[src/sv/window_mean_percentile95_macros.svh]
// Assertion macros for the window mean / percentile block.
// Used by the top level; expects clk and arst_n in scope.
`ifndef WINDOW_MEAN_PERCENTILE95_MACROS_SVH
`define WINDOW_MEAN_PERCENTILE95_MACROS_SVH

// Check a consequence in the same cycle
`define WMP_ASSERT_NOW(lbl, ante, cons, msg) \
	lbl: assert property (@(posedge clk) disable iff (!arst_n) (ante) |-> (cons)) \
		else $error(msg);

// Check a consequence in the next cycle
`define WMP_ASSERT_NEXT(lbl, ante, cons, msg) \
	lbl: assert property (@(posedge clk) disable iff (!arst_n) (ante) |=> (cons)) \
		else $error(msg);

`endif

[src/sv/wmp_pkg.sv]
// Shared constants and controller/datapath command types.
// No dependencies.
`default_nettype none
package wmp_pkg;
	localparam int DEPTH       = 128;
	localparam int AW          = $clog2(DEPTH);
	localparam int SW          = 16;
	localparam int TW          = 23;
	localparam int LW          = 7;
	localparam int DW          = 7;
	localparam logic [LW-1:0] LIMIT_RESET = 7'd120;
	localparam int PCT_NUM     = 95;
	localparam int PCT_DEN     = 100;
	// Divide by 100 as a multiply by ceil(2^30 / 100) and a 30-bit shift;
	// the floor is exact for every dividend below 2^23
	localparam int RW          = 24;
	localparam int RCP_SH      = 30;
	localparam logic [RW-1:0] RCP_MUL = 24'd10737419;

	typedef struct packed {
		logic load_sample;
		logic ev_read;
		logic ev_take;
		logic ins_start;
		logic scan_rd;
		logic ins_tail;
		logic div_lo;
		logic div_mean;
		logic div_pct;
		logic cap_lo;
		logic cap_mean;
		logic cap_pct;
		logic rd_a;
		logic rd_b;
		logic cap_a;
		logic cap_b;
		logic push;
	} cmd_t;

	typedef struct packed {
		logic sample_zero;
		logic evict_need;
		logic fill_zero;
		logic scan_last;
		logic div_done;
		logic out_full;
	} st_t;
endpackage
`default_nettype wire

[src/sv/wmp_ctrl.sv]
// Controller state machine: sequences eviction, sorted insertion,
// percentile and mean divisions. Depends on wmp_pkg.
`default_nettype none
module wmp_ctrl (
	input  wire logic         clk,
	input  wire logic         arst_n,
	input  wire logic         in_valid,
	output logic              in_ready,
	input  wire wmp_pkg::st_t st,
	output wmp_pkg::cmd_t     cmd
);
	import wmp_pkg::*;

	typedef enum logic [4:0] {
		S_IDLE, S_CHECK, S_EV_TAKE, S_EV_SCAN, S_EV_FLUSH,
		S_INS_SCAN, S_INS_FLUSH, S_INS_TAIL, S_LO_GO, S_LO_WAIT,
		S_RD_A, S_RD_B, S_RD_C, S_MEAN_GO, S_MEAN_WAIT,
		S_PCT_WAIT
	} state_t;

	state_t state_q;
	logic   accept;

	assign in_ready = (state_q == S_IDLE);
	assign accept   = in_valid && in_ready;

	// Decode commands from the current state
	always_comb begin
		cmd             = '0;
		cmd.load_sample = accept && !st.sample_zero;
		case (state_q)
			S_CHECK: begin
				cmd.ev_read   = st.evict_need;
				cmd.ins_start = !st.evict_need;
			end
			S_EV_TAKE:   cmd.ev_take = 1'b1;
			S_EV_SCAN:   cmd.scan_rd = 1'b1;
			S_INS_SCAN:  cmd.scan_rd = 1'b1;
			S_INS_TAIL:  cmd.ins_tail = 1'b1;
			S_LO_GO:     cmd.div_lo = 1'b1;
			S_LO_WAIT:   cmd.cap_lo = 1'b1;
			S_RD_A:      cmd.rd_a = 1'b1;
			S_RD_B: begin
				cmd.rd_b  = 1'b1;
				cmd.cap_a = 1'b1;
			end
			S_RD_C:      cmd.cap_b = 1'b1;
			S_MEAN_GO:   cmd.div_mean = 1'b1;
			S_MEAN_WAIT: begin
				cmd.cap_mean = st.div_done;
				cmd.div_pct  = st.div_done;
			end
			// Hold the finished result until the output register frees
			S_PCT_WAIT: begin
				cmd.cap_pct = !st.out_full;
				cmd.push    = cmd.cap_pct;
			end
			default: ;
		endcase
	end

	// Advance the state
	always_ff @(posedge clk or negedge arst_n) begin
		if (!arst_n) begin
			state_q <= S_IDLE;
		end else begin
			case (state_q)
				S_IDLE: begin
					if (accept && !st.sample_zero) begin
						state_q <= S_CHECK;
					end
				end
				S_CHECK: begin
					if (st.evict_need) begin
						state_q <= S_EV_TAKE;
					end else if (st.fill_zero) begin
						state_q <= S_INS_TAIL;
					end else begin
						state_q <= S_INS_SCAN;
					end
				end
				S_EV_TAKE:   state_q <= S_EV_SCAN;
				S_EV_SCAN: begin
					if (st.scan_last) begin
						state_q <= S_EV_FLUSH;
					end
				end
				S_EV_FLUSH:  state_q <= S_CHECK;
				S_INS_SCAN: begin
					if (st.scan_last) begin
						state_q <= S_INS_FLUSH;
					end
				end
				S_INS_FLUSH: state_q <= S_INS_TAIL;
				S_INS_TAIL:  state_q <= S_LO_GO;
				S_LO_GO:     state_q <= S_LO_WAIT;
				S_LO_WAIT:   state_q <= S_RD_A;
				S_RD_A:      state_q <= S_RD_B;
				S_RD_B:      state_q <= S_RD_C;
				S_RD_C:      state_q <= S_MEAN_GO;
				S_MEAN_GO:   state_q <= S_MEAN_WAIT;
				S_MEAN_WAIT: begin
					if (st.div_done) begin
						state_q <= S_PCT_WAIT;
					end
				end
				S_PCT_WAIT: begin
					if (cmd.push) begin
						state_q <= S_IDLE;
					end
				end
				default:     state_q <= S_IDLE;
			endcase
		end
	end
endmodule
`default_nettype wire

[config.mk]
export PLATFORM = sky130hd
export DESIGN_NAME = wmp_ctrl
export DESIGN_NICKNAME = d
export VERILOG_FILES = /design/src/sv/window_mean_percentile95_macros.svh /design/src/sv/wmp_pkg.sv /design/src/sv/wmp_ctrl.sv
export SDC_FILE = /design/constraint.sdc
export NUM_CORES = 1
export LEC_CHECK = 0
export BUFFER_PORTS_ARGS = -buffer_cell sky130_fd_sc_hd__clkbuf_2
export CORE_AREA = 8 8 45 47
export CTS_BUF_LIST = sky130_fd_sc_hd__clkbuf_4
export DETAILED_ROUTE_END_ITERATION = 8
export DIE_AREA = 0 0 53 55
export PLACE_DENSITY_LB_ADDON = 0.12
export RECOVER_POWER = 25
export SYNTH_ARGS = -nofsm -noshare
export SYNTH_HDL_FRONTEND = slang
export SYNTH_SLANG_ARGS = --single-unit
[constraint.sdc]
create_clock -name clk -period 1.5 [get_ports clk]
set_clock_uncertainty 0.1 [all_clocks]
set_input_delay 0.15 -clock clk [delete_from_list [all_inputs] [get_ports clk]]
set_output_delay 0.15 -clock clk [all_outputs]
set_load 0.02 [all_outputs]
==> flow_metrics.tcl <==
set metrics [dict create \
    fin_crit_sh_pct 112.7 \
    ys_seq_elements 4 \
    synth_top_area_share_pct 23.81 \
    met3_length_um 105 \
    async_reset_ff_share_pct 100.0 \
    fp.dieW_um 53 \
    violations "setup timing" \
    path_class "flip-flop to primary output" \
    die-area_um2 2915 \
    hp-class "primary input to async pin" \
    cts_tree "yes" \
    reg2reg_slack_ns -0.08 \
    diodes 0 \
    status "complete, but fails checks" \
    numPortBuffers 26 \
    wirelength_met1_um 729 \
    clk_latency_ns 0.24 \
    syn_area_um2 420.4 \
    drt-vias-per-instance 5.034 \
    power_density_nw_per_um2 2188 \
    drt_iter0_drc 3 \
    ys_top_cells_by_count "nor3_1 (7), nor2_1 (6), inv_1 (5)" \
    routedWlPerCell_um 15.00 \
    dr.max_layer_used "met4" \
    ys_seq_area_share_pct 23.81 \
    path_max_fanout 2 \
    top_regs "state_q (4)" \
    root_buffer "clkbuf_4" \
    synth_edf_count 0 \
    synth.most_common_cell "nor3_1" \
    num_rows 14 \
    ctsHtreeMaxLevel 1 \
    grt_max_degree 17 \
    drv_slew 0 \
    cts.clk_slew.worst_paths_ns 0.04 \
    setup-tns-final_ns -0.7074 \
    grt_pass1_wl_um 2352 \
    ant_nets 0 \
    firstDrtPassIters 2 \
    yosysTopAreaCell "dfrtp_1" \
    placeableCoreArea_um2 1384 \
    layout-drive-gt1-share_pct 70.59 \
    synthesis.nets 67 \
    cts.sinks 4 \
    grt_overflow 0 \
    die_y_um 55 \
    grt_antenna_before_repair 0 \
    setup_violations 14 \
    cts_buffers 3 \
    fmax_mhz 591.8 \
    largest_reg_flops 4 \
    routed_wl_um 1770 \
    cp.arrival_ns 1.44 \
    layout_setup_ws_ns -0.1898 \
    grt_usage_pct 10.84 \
    synth_area_leaders "dfrtp_1 (24%), nor3_1 (8.3%), buf_4 (5.4%)" \
    maxCapViolations 0 \
    r2r-start "state_q[2]" \
    ir_drop_mv 0.9843 \
    area_growth_syn_to_layout_pct 129.5 \
    placed_area_um2 611.8 \
    stdcell_area_um2 964.7 \
    r2r_end "state_q[2]" \
    io_pins 27 \
    ys_warn_count 0 \
    drc_errors 0 \
    final_nets 113 \
    ff2ff_path_depth 5 \
    synth_cells 58 \
    worstPathRequired_ns 1.25 \
    max_slew_margin_pct 83.97 \
    finalHoldViolations 0 \
    setup.worst_path.start_class "flip-flop" \
    synthFlopType "dfrtp_1" \
    postSynthAreaPerCell_um2 7.248 \
    place_hpwl_um 1032 \
    grt_pass1_vias 527 \
    crit_path_end_kind "primary output" \
    synth.distinct_cells 28 \
    num_vias 594 \
    cts.path.max_buffers 2 \
    tightest_slew_ns 0.2382 \
    rsz0062_at_grt "true" \
    max_flop_register "state_q" \
    min_period_ns 1.690 \
    initial_core_util_pct 30.38 \
    place_congestion 0.6753 \
    p_leak_nw 0.4690 \
    wl_met2_um 881 \
]
report_power, final:
| group | switching, W | internal, W |
|---|---|---|
| Sequential | 0.0000408 | 0.000167 |
| Clock | 0.0000457 | 0.0000896 |
| Combinational | 0.000908 | 0.000859 |
logic make-up after synthesis:
kind of cell | after synthesis | share of synthesized area, %
AO/OA/AOI/OAI | 11 | 19.94
flip-flops | 4 | 23.81
buffers and inverters | 12 | 14.58
AND/OR/NAND/NOR | 29 | 36.91
multiplexers | 1 | 2.678
XOR/XNOR | 1 | 2.084
cell type report:
cell class              instances  area (um^2)
clock buffers                   3        22.52
inverters                       5        21.27
repair buffers                 48        416.7
fillers                       110        419.2
multi-input cells              42        382.9
well taps                      16        20.02
flip-flops and latches          4        101.3
placed cells by master, fill, tap and decap left out, types with 2 or more instances in the layout:
cell type,count
nor3_4,3
buf_6,10
clkbuf_4,7
dfrtp_1,3
nor2_1,4
clkbuf_2,7
nor3_2,2
nand2_4,2
o31ai_1,2
nor3_1,2
o21ai_0,2
inv_1,3
buf_4,22
nand2b_4,2
worst max-delay path by stage:
stage / from / endpoint / slack, ns / cells past startpoint
floorplan: state_q[1] / cmd[15] / -0.003 / 4
global placement: state_q[1] / cmd[16] / 0.02 / 4
detailed placement: state_q[1] / cmd[16] / 0.0009 / 4
CTS: state_q[2] / cmd[16] / -0.22 / 4
global route: state_q[2] / cmd[16] / -0.24 / 4
finish: state_q[2] / cmd[16] / -0.19 / 4
critical path: stages (launching register included):
cell and delay (ns):
dfrtp_1 0.38, or4_4 0.52, inv_2 0.07, and2_4 0.13, buf_8 0.10
through the flow:
step | worst slack, ns | instances | hold slack [ns] | util [%] | total power, W
floorplan | -0.003321 | 58 | -0.2456 | - | 0.0009100
global placement | 0.01618 | 99 | -0.1429 | 44.21 | 0.001248
detailed placement | 0.0009306 | 99 | -0.1423 | 44.21 | 0.001246
CTS | -0.2189 | 106 | 0.1551 | 54.34 | 0.001612
global route | -0.2350 | 118 | 0.1967 | 69.71 | 0.002243
finish | -0.1898 | 118 | 0.1749 | 69.71 | 0.002111
metal layers:
layer | up-vias | track usage [%]
li1 | 293 | -
met1 | 274 | 11.62
met2 | 23 | 17.38
met3 | 4 | 5.615
met4 | 0 | 5.172
met5 | - | 0
timing repair:
action	4_1_cts	5_1_grt
hold endpoints to repair	4	0
hold buffers	1	0
endpoints found under the setup margin	17	20
cloned	0	1
buffers inserted	3	12
gates resized for setup	26	40
pin swaps	2	5
Power figures use the tool's default switching activity.
